==> src/sv/vrap_pkg.sv <==
// Shared types, codes and address helpers for the video RAM access port.
// No dependencies; used by vrap_mem, vrap_ctrl and video_ram_access_port_top.
package vrap_pkg;

  localparam int MEMORY_BYTES_DEF = 65536;

  localparam int KIND_W = 3;
  localparam int ADDR_W = 15;

  localparam logic [KIND_W-1:0] KIND_MODE    = 3'd0;
  localparam logic [KIND_W-1:0] KIND_ADDR_LO = 3'd1;
  localparam logic [KIND_W-1:0] KIND_ADDR_HI = 3'd2;
  localparam logic [KIND_W-1:0] KIND_DATA_LO = 3'd3;
  localparam logic [KIND_W-1:0] KIND_DATA_HI = 3'd4;
  localparam logic [KIND_W-1:0] KIND_READ_LO = 3'd5;
  localparam logic [KIND_W-1:0] KIND_READ_HI = 3'd6;

  localparam logic [1:0] STEP_1    = 2'd0;
  localparam logic [1:0] STEP_32   = 2'd1;

  localparam logic [1:0] REMAP_NONE = 2'd0;
  localparam logic [1:0] REMAP_8    = 2'd1;
  localparam logic [1:0] REMAP_9    = 2'd2;
  localparam logic [1:0] REMAP_10   = 2'd3;

  // Per-access memory request from the control unit.
  typedef struct packed {
    logic rd_en;
    logic wr_lo;
    logic wr_hi;
  } mem_req_t;

  // Rotate the low 8, 9 or 10 word address bits left by 3.
  function automatic logic [ADDR_W-1:0] remap(input logic [ADDR_W-1:0] a,
                                               input logic [1:0] mode);
    logic [ADDR_W-1:0] r;
    unique case (mode)
      REMAP_8:  r = {a[14:8], a[4:0], a[7:5]};
      REMAP_9:  r = {a[14:9], a[5:0], a[8:6]};
      REMAP_10: r = {a[14:10], a[6:0], a[9:7]};
      default:  r = a;
    endcase
    return r;
  endfunction

  function automatic logic [ADDR_W-1:0] step(input logic [ADDR_W-1:0] a,
                                              input logic [1:0] code);
    logic [ADDR_W-1:0] amount;
    unique case (code)
      STEP_1:  amount = ADDR_W'(1);
      STEP_32: amount = ADDR_W'(32);
      default: amount = ADDR_W'(128);
    endcase
    return a + amount;
  endfunction

endpackage

==> src/sv/vrap_ctrl.sv <==
// Port control: word address, mode bits and prefetch latch, with the latch
// forwarded from memory read data while a refill is in flight. Depends on vrap_pkg.
module vrap_ctrl #(
  parameter int MEMORY_BYTES = vrap_pkg::MEMORY_BYTES_DEF,
  localparam int IDX_W = $clog2(MEMORY_BYTES / 2)
) (
  input  logic                         clk,
  input  logic                         rst,
  input  logic                         fire,
  input  logic [vrap_pkg::KIND_W-1:0]  kind,
  input  logic [7:0]                   write_byte,
  input  logic                         forced_blank,
  input  logic [15:0]                  mem_rdata,
  output vrap_pkg::mem_req_t           mem_req,
  output logic [IDX_W-1:0]             mem_idx,
  output logic [7:0]                   mem_wdata,
  output logic [7:0]                   read_byte
);

  logic [vrap_pkg::ADDR_W-1:0] word_address, word_address_next;
  logic [vrap_pkg::ADDR_W-1:0] addr_sel, addr_remapped;
  logic [15:0] prefetch_latch, latch_view;
  logic [1:0]  step_code, remap_mode;
  logic        advance_on_high;
  logic        refill_pending;
  logic        advance, refill;

  // Latch contents as seen now: read data of a refill issued last cycle wins.
  assign latch_view = refill_pending ? mem_rdata : prefetch_latch;

  always_comb begin
    addr_sel = word_address;
    advance  = 1'b0;
    refill   = 1'b0;
    unique case (kind)
      vrap_pkg::KIND_ADDR_LO: begin
        addr_sel = {word_address[14:8], write_byte};
        refill   = 1'b1;
      end
      vrap_pkg::KIND_ADDR_HI: begin
        addr_sel = {write_byte[6:0], word_address[7:0]};
        refill   = 1'b1;
      end
      vrap_pkg::KIND_DATA_LO: advance = !advance_on_high;
      vrap_pkg::KIND_DATA_HI: advance = advance_on_high;
      vrap_pkg::KIND_READ_LO: begin
        advance = !advance_on_high;
        refill  = !advance_on_high;
      end
      vrap_pkg::KIND_READ_HI: begin
        advance = advance_on_high;
        refill  = advance_on_high;
      end
      default: ;
    endcase
  end

  assign addr_remapped = vrap_pkg::remap(addr_sel, remap_mode);
  assign mem_idx       = addr_remapped[IDX_W-1:0];
  assign mem_wdata     = write_byte;

  always_comb begin
    mem_req.rd_en = fire && refill;
    mem_req.wr_lo = fire && !forced_blank && (kind == vrap_pkg::KIND_DATA_LO);
    mem_req.wr_hi = fire && !forced_blank && (kind == vrap_pkg::KIND_DATA_HI);
  end

  always_comb begin
    if (kind == vrap_pkg::KIND_READ_LO) begin
      read_byte = latch_view[7:0];
    end else if (kind == vrap_pkg::KIND_READ_HI) begin
      read_byte = latch_view[15:8];
    end else begin
      read_byte = 8'h00;
    end
  end

  always_comb begin
    if (advance) begin
      word_address_next = vrap_pkg::step(word_address, step_code);
    end else begin
      word_address_next = addr_sel;
    end
  end

  always_ff @(posedge clk) begin
    if (rst) begin
      word_address    <= '0;
      prefetch_latch  <= '0;
      step_code       <= '0;
      remap_mode      <= '0;
      advance_on_high <= 1'b0;
      refill_pending  <= 1'b0;
    end else begin
      refill_pending <= fire && refill;
      if (refill_pending) begin
        prefetch_latch <= mem_rdata;
      end
      if (fire) begin
        word_address <= word_address_next;
        if (kind == vrap_pkg::KIND_MODE) begin
          step_code       <= write_byte[1:0];
          remap_mode      <= write_byte[3:2];
          advance_on_high <= write_byte[7];
        end
      end
    end
  end

  // A refill read is issued only for an accepted beat.
  assert property (@(posedge clk) disable iff (rst)
    mem_req.rd_en |-> fire)
    else $error("refill read without accepted beat");

  // Memory reads and writes never share a cycle.
  assert property (@(posedge clk) disable iff (rst)
    !(mem_req.rd_en && (mem_req.wr_lo || mem_req.wr_hi)))
    else $error("read and write issued together");

  // A pending refill lands in the latch on the next edge.
  assert property (@(posedge clk) disable iff (rst)
    refill_pending && !fire |=> prefetch_latch == $past(mem_rdata))
    else $error("prefetch latch missed refill data");

endmodule

==> config.mk <==
export PLATFORM = sky130hd
export DESIGN_NAME = vrap_ctrl
export DESIGN_NICKNAME = d
export VERILOG_FILES = /design/src/sv/vrap_pkg.sv /design/src/sv/vrap_ctrl.sv
export SDC_FILE = /design/constraint.sdc
export NUM_CORES = 1
export LEC_CHECK = 0
export BUFFER_PORTS_ARGS = -buffer_cell sky130_fd_sc_hd__buf_2
export CORE_MARGIN = 4
export CORE_UTILIZATION = 41
export CTS_CLUSTER_SIZE = 12
export DETAILED_ROUTE_END_ITERATION = 7
export PLACE_DENSITY = 0.7
export SLEW_MARGIN = 15
export SYNTH_ARGS = -nofsm -noshare
export SYNTH_HDL_FRONTEND = slang
export SYNTH_SLANG_ARGS = --single-unit
==> constraint.sdc <==
create_clock -name clk -period 3.35 [get_ports clk]
set_input_delay 0.5025 -clock clk [delete_from_list [all_inputs] [get_ports clk]]
set_output_delay 0.5025 -clock clk [all_outputs]
set_load 0.02 [all_outputs]
# After elaboration in Yosys (flattened, before gate mapping)
# Cells that the tools add are included.
[classes]
n_addsub = 1
mul = 0
n_div = 0
n_lt_le_gt_ge = 0
eq_ne = 10
shifts = 0
muxes = 10
n_bitwise = 0
n_reduce_logical = 12
[ops]
columns = ["cell", "count"]
rows = [
  ["two-way mux 15 bit", 2],
  ["one-hot mux 10 bit (3 select lines)", 1],
  ["one-hot mux 15 bit (2 select lines)", 1],
  ["two-way mux 16 bit", 1],
  ["two-way mux 8 bit", 2],
  ["one-hot mux 8 bit (2 select lines)", 1],
  ["adder 15 bit", 1],
  ["equality test 3 bit (second input constant)", 3],
  ["equality test 3 x 2 -> 1 bit (second input constant)", 2],
  ["OR reduction 2 bit", 3],
  ["equality test 2 x 1 -> 1 bit (second input constant)", 2],
  ["equality test 2 bit (second input constant)", 2],
  ["logical AND 1 bit", 4],
  ["equality test 3 x 1 -> 1 bit (second input constant)", 1],
  ["zero test 3 bit", 1],
  ["one-hot mux 1 bit (3 select lines)", 1],
  ["zero test 1 bit", 2],
  ["zero test 2 bit", 1],
  ["one-hot mux 1 bit (2 select lines)", 1],
  ["AND reduction 2 bit", 1],
]
[word_totals]
regBits = 37
latch_bits = 0
mem_bits_rw = 0
mem_bits_ro = 0
inputBits = 31
out_inout_bits = 34
word_cells = 39
mem_count = 0

# Depth between registers and ports, before layout
# Gate-level depths: netlist of the first run.
[depth]
ltp_word = 6
ltp_mapped = 8
mapped_depth_nobuf = 8

# Worst setup path after synthesis of the first run
# Ideal clock, no wire load.
[synth_timing]
kind = "input port to output port"
start = "input kind[0] (netlist bit)"
end = "output mem_idx[1]"
t_arrival_ps = 1741
required_ps = 2847
setup_slack_ps = 1106
path_stages = 6
path_buffers = 2
cell_sequence = "buf_4 > nor3b_2 > buf_6 > mux2i_1 > mux4_2 > inv_1"
[synth_between]
elab_chain_len = 3
word_cells_on_any_way = 4
cone_classes = "eq/ne: 2; mux: 2"
[synth_lines]
columns = ["item", "line_no", "text"]
rows = [
  ["start, declared", "vrap_ctrl.sv:10", "input logic [vrap_pkg::KIND_W-1:0] kind,"],
  ["equality test 3 x 2 -> 1 bit / equality test 3 x 1 -> 1 bit (equally long branches)", "vrap_ctrl.sv:35", "unique case (kind)"],
  ["one-hot mux 15 bit (2 select lines) (*)", "vrap_ctrl.sv:35", ""],
  ["one-hot mux 10 bit (3 select lines) (*)", "vrap_pkg.sv:37", "unique case (mode)"],
  ["end, declared", "vrap_ctrl.sv:15", "output logic [IDX_W-1:0] mem_idx,"],
]
# Every way passes the cells marked *; elsewhere a longest branch is shown, timed or not.

# Worst setup path in the final report of the first run
# Same ends and word-level chain as after synthesis.

==> results of run 1 <==
==> power breakdown <==
group,switching (W),internal [W],leakage [nW],total (W)
Combinational,0.000116,0.0000762,0.796,0.000192
Sequential,0.0000143,0.000453,0.300,0.000468
Clock,0.000172,0.000223,0.0543,0.000395
==> worst paths after layout <==
check | from | end | slack, ps | depth (start not counted)
setup / recovery | kind[0] | mem_idx[1] | 800 | 7
hold / removal | mem_rdata[0] | prefetch_latch[0] | 460 | 3
setup reg to reg | step_code[1] | word_address[10] | 1340 | 8
hold reg to reg | prefetch_latch[1] | prefetch_latch[1] | 490 | 2
==> worst max-delay path: cells and delay by family <==
kind,cells,cell delay [ps]
muxes,2,770
buffers and inverters,4,590
and+or+nand+nor,1,190
==> final cells by class <==
class	count	area (um^2)
repair buffers	68	350
well taps	72	90.1
inverters	6	22.5
fillers	564	2790
clock inverters	3	46.3
multi-input cells	207	1430
clock buffers	5	68.8
flip-flops and latches	37	741
==> cells in the final DEF (no fill, tap or decap), drive strengths merged, types with 4 or more instances in the layout <==
cell	count
ha	4
nand3	5
nor2b	7
a21bo	5
mux2	5
a21oi	14
clkbuf	5
dfxtp	37
mux2i	40
inv	6
o22ai	13
buf	68
nand2b	7
nor3	5
o21ai	20
nand2	14
nor2	36
==> stage by stage <==
stage	instances	utilization [%]	hold slack, ps	area, um^2	worst slack (ps)
2_1_floorplan	278	-	456	2370	1110
3_3_place_gp	390	47.6	469	2640	899
3_5_place_dp	390	47.6	480	2640	809
4_1_cts	398	49.7	461	2750	804
5_1_grt	398	49.7	479	2750	626
6_report	398	49.7	464	2750	796
==> state kept, by name, summed over array words and instances (netlist names) <==
register	cells
advance_on_high	1
prefetch_latch	16
refill_pending	1
remap_mode	2
step_code	2
word_address	15
==> per-layer routing <==
metal	up-vias	part of all wire, %	wire length [um]
met5	-	0	0
met4	0	1.1	63
met3	8	7.5	443
met2	75	45	2670
met1	1004	46	2740
li1	1076	-	-
==> cells by family after synthesis <==
group	count (synthesis)
buffers and inverters	34
XOR/XNOR	3
AO/OA/AOI/OAI	60
adder cells (fa/ha/maj)	4
flip-flops	37
AND/OR/NAND/NOR	92
multiplexers	48
==> Yosys cell counts, drive strengths merged <==
master  instances
xnor2           1
o21a            1
ha              4
a32oi           3
nand2          14
nand3b          3
nand4           3
nor3b           3
nor4            2
dfxtp          37
clkbuf         13
buf            15
nand3           5
xor2            2
nor2           36
a31oi           2
mux2            5
and2            2
mux4            3
a22oi           1
and3            3
inv             6
nor2b           7
o22ai          13
a21oi          14
nor4b           2
nor3            5
nand2b          7
a21bo           5
o32a            1
o21ai          20
mux2i          40
==> flow_metrics.tcl, run 1 <==
set metrics [dict create \
    port_buffers 64 \
    synth_seq_cells 37 \
    cts_tree "done" \
    synth-adder-area-share_pct 2.11 \
    synth_xor_area_share_pct 1.11 \
    htreeDepth 2 \
    gp_congestion 0.944 \
    rows 27 \
    area_growth_pct 16.2 \
    netlist.area_leader.share_pct 31.3 \
    syn_inst 278 \
    hpwlAfterDp_um 4430 \
    initialDrtViolationCount 159 \
    grtUsageTotal_pct 17.1 \
    synth_seq_area_share_pct 31.3 \
    cp.arrival_ps 2050 \
    clk_pin_slew_ps 80 \
    clkSinkCount 37 \
    nets 360 \
    clk_latency_ps 290 \
    antenna_found_initial 0 \
    first_pass_iters 4 \
    netlist_top_cells_area "dfxtp_1 (31%), mux2i_1 (17%), nor2_1 (5.7%), o21ai_0 (3.8%), o22ai_1 (3.4%)" \
    rsz0062_at_grt "false" \
    dieArea_mm2 0.00705 \
    fin_skew_ps 5.58 \
    synth_fp_nets 313 \
    slew_headroom_pct 40.9 \
    start_util_pct 42.7 \
    die_w_um 84.0 \
    drt-total-wl_um 5920 \
    synth_compound_gate_area_share_pct 15.4 \
    grt_pass1_wl_um 9960 \
    ir_drop_mv 0.256 \
    syn_area_mm2 0.00237 \
    status "finished, final reports clean" \
    drv_cap 0 \
    crit_type "input pin to primary output" \
    via_per_inst 5.43 \
    timing.final.hold_violations 0 \
    synthSimpleGateAreaFrac_pct 19.7 \
    synth.largest_area_cell "dfxtp_1" \
    cts_buffers 5 \
    grt.busiest_layer "met2" \
    cts_setup_buffers 0 \
    drive_gt1_share_pct 28.2 \
    pin_count 65 \
    drc 0 \
    cts.repair.resized 0 \
    use_met3_pct 3.06 \
    critPathMaxStageDelay_ps 440 \
    design.core.area_mm2 0.00554 \
    fmax_mhz 391 \
    p_leak_nw 1.15 \
    use_met2_pct 26.0 \
    crit_required_ps 2850 \
    pwr_density_cell_mw_per_mm2 383 \
    ant_nets 0 \
    yosys.cell_types.count 37 \
    routedWlPerCell_um 14.9 \
    grt.overflow.total 0 \
    first_global_vias 2025 \
    synth_top_family_by_area "multiplexers" \
    tightest_slew_ps 885 \
    grt_use_met1_pct 24.6 \
    grt_max_degree 33 \
    power.total_w 0.00105 \
    root_buffer "clkbuf_8" \
    holdBufCountCts 0 \
    diodes 0 \
    clk_path_buf_depth 2 \
    worstSetupEndpointType "primary output" \
    setup_viol 0 \
    tns_ps 0 \
    period_needed_ps 2550 \
    slew_violations 0 \
    crit_top_cell "buf_2" \
    postSynthAreaPerCell_um2 8.52 \
    worstSetupStartpointType "input pin" \
    route.vias.total 2163 \
    fin_crit_sh_pct 76.2 \
    synthMuxAreaShare_pct 22.1 \
    yosys_warnings 0 \
    cp_cell_sequence "buf_2 > nor3b_2 > buf_4 > mux2i_1 > mux4_2 > inv_1 > buf_2" \
    die_y_um 84.0 \
    cp_slowest_cell "mux2i_1" \
    hp-class "input pin to flop" \
    cp_max_fo 10 \
]
No activity file was read; power rests on OpenSTA's default activity.
==> inputs of run 2 (changes only) <==
- PLACE_DENSITY: 0.7 -> 0.73
- clock period: 3.35 -> 2.2 ns (I/O delays scaled with it)
==> run 2 against run 1 <==
  * Core utilization increased by 2.0 points
  * Via count up 3.1%
  * Largest cell class unchanged
  * Critical path type unchanged
  * Routed wire length rose by 3.7%
  * Critical endpoint unchanged
  * Clock power rose by 53%
  * Sequential power increased by 51%
  * Count of clock-buffer cells in the layout did not move
  * Critical path depth unchanged
  * Sequential share of layout area decreased by 1.1 points
  * Cell count increased by 3.5%
  * Register-to-register slack worse by 990 ps
  * Die area stayed put
==> flow_metrics.tcl, run 2 (synthesized netlist as in run 1, its figures left out) <==
set metrics [dict create \
    multi_input_area_mm2 0.00144 \
    die_w_um 84.0 \
    rsz0062_at_grt "false" \
    cp-startpoint "kind[0]" \
    first_global_vias 2085 \
    worstSetupEndpointType "primary output" \
    ff2ff_setup_slack_ps 350 \
    clk_latency_ps 290 \
    rows 27 \
    via_per_inst 5.41 \
    dpl_cell_area_mm2 0.00274 \
    layout.cells.most_common "buf_2" \
    cp_max_fo 10 \
    nets 374 \
    ant_nets 0 \
    root_buffer "clkbuf_8" \
    gp_congestion 0.904 \
    ir_drop_mv 0.462 \
    crit_required_ps 1870 \
    first_pass_iters 4 \
    dieArea_mm2 0.00705 \
    port_buffers 64 \
    worstSetupStartpointType "input pin" \
    slew_headroom_pct 67.4 \
    regMostFlops "prefetch_latch" \
    power.total_w 0.00163 \
    status "finished, final reports clean" \
    design.core.area_mm2 0.00554 \
    timing.final.hold_violations 0 \
    pwr_density_cell_mw_per_mm2 568 \
    placed_cells 404 \
    cts_tree "done" \
    drive_gt1_share_pct 31.8 \
    hp-class "input pin to flop" \
    holdCritStartpoint "mem_rdata[0]" \
    htreeDepth 2 \
    grtUsageTotal_pct 17.4 \
    cts_setup_buffers 0 \
    fin_skew_ps 4.91 \
    rr_startpoint "step_code[0]" \
    reg_top3 "prefetch_latch: 16 flops, word_address: 15 flops" \
    period_needed_ps 2100 \
    hpwlAfterDp_um 4560 \
    grt_pass1_wl_um 10100 \
    pin_count 65 \
    fin_cells 412 \
    antenna_found_initial 0 \
    cts_buffers 5 \
    grt.overflow.total 0 \
    final_cell_area_mm2 0.00286 \
    tightest_slew_ps 488 \
    tns_ps 0 \
    drt-total-wl_um 6140 \
    drc 0 \
    drv_cap 0 \
    nFillCells 560 \
    initialDrtViolationCount 139 \
    crit_type "input pin to primary output" \
    cp.arrival_ps 1770 \
    layout.area.seq_um2 741 \
    diodes 0 \
    largest_reg_flops 16 \
    route.vias.total 2229 \
    fin_crit_sh_pct 95.6 \
    clk_path_buf_depth 2 \
    final_cell_mix "buf_2 (64), mux2i_1 (38), dfxtp_1 (37), nor2_1 (36)" \
    slew_violations 0 \
    clk_pin_slew_ps 80 \
    start_util_pct 42.7 \
    area_growth_pct 21.0 \
    routedWlPerCell_um 14.9 \
    worst_slack_ps 97.1 \
    clkSinkCount 37 \
    holdBufCountCts 0 \
    die_y_um 84.0 \
    p_leak_nw 1.22 \
    pre_cts_slack_ps 36.9 \
    fmax_mhz 476 \
    setup_viol 0 \
    grt_max_degree 29 \
]
run 2: cell types whose count changed in the layout (fill, tap and decap cells not counted):
cell and change:
buf_4 +14, mux2i_1 -2, mux2i_2 +2
run 2: what timing repair did:
item	CTS	global route
setup endpoints to repair	0	3
resized for setup	0	2
endpoints found under the hold margin	0	0
run 2: final cells by class:
class	count	share of cell area [%]
clock buffer	5	2.40
inverter	6	0.786
timing repair buffer	82	15.9
clock inverter	3	1.62
multi-input combinational	207	50.3
sequential	37	25.9
tap	72	3.15
run 2: worst paths after layout:
| check | endpoint | cells past startpoint |
|---|---|---|
| setup reg to reg | word_address[11] | 7 |
| hold reg to reg | prefetch_latch[4] | 2 |
| setup / recovery | mem_idx[1] | 7 |
| hold / removal | prefetch_latch[0] | 3 |
run 2: power by group:
part | total [W] | switching, W | internal, W | leakage, nW
registers | 0.000707 | 0.0000172 | 0.000690 | 0.300
logic | 0.000317 | 0.000186 | 0.000132 | 0.863
clock network | 0.000603 | 0.000264 | 0.000339 | 0.0543
run 2: worst max-delay path: stages:
cell	delay, ps
buf_2	180
nor3b_2	200
buf_4	240
mux2i_2	350
mux4_2	290
inv_1	30
buf_2	140
run 2: routing by layer:
layer	wire (um)	up-vias	global-route usage [%]
met4	50	0	4.09
li1	-	1107	-
met5	0	-	0
met3	477	4	3.95
met2	2800	79	26.9
met1	2810	1039	24.4
run 2: metrics by stage:
stage,hold WS [ps],utilization (%)
final,296,51.7
after global routing,302,51.7
after CTS,288,51.6
after detailed placement,478,49.5
after global placement,468,49.5
after floorplan,456,-
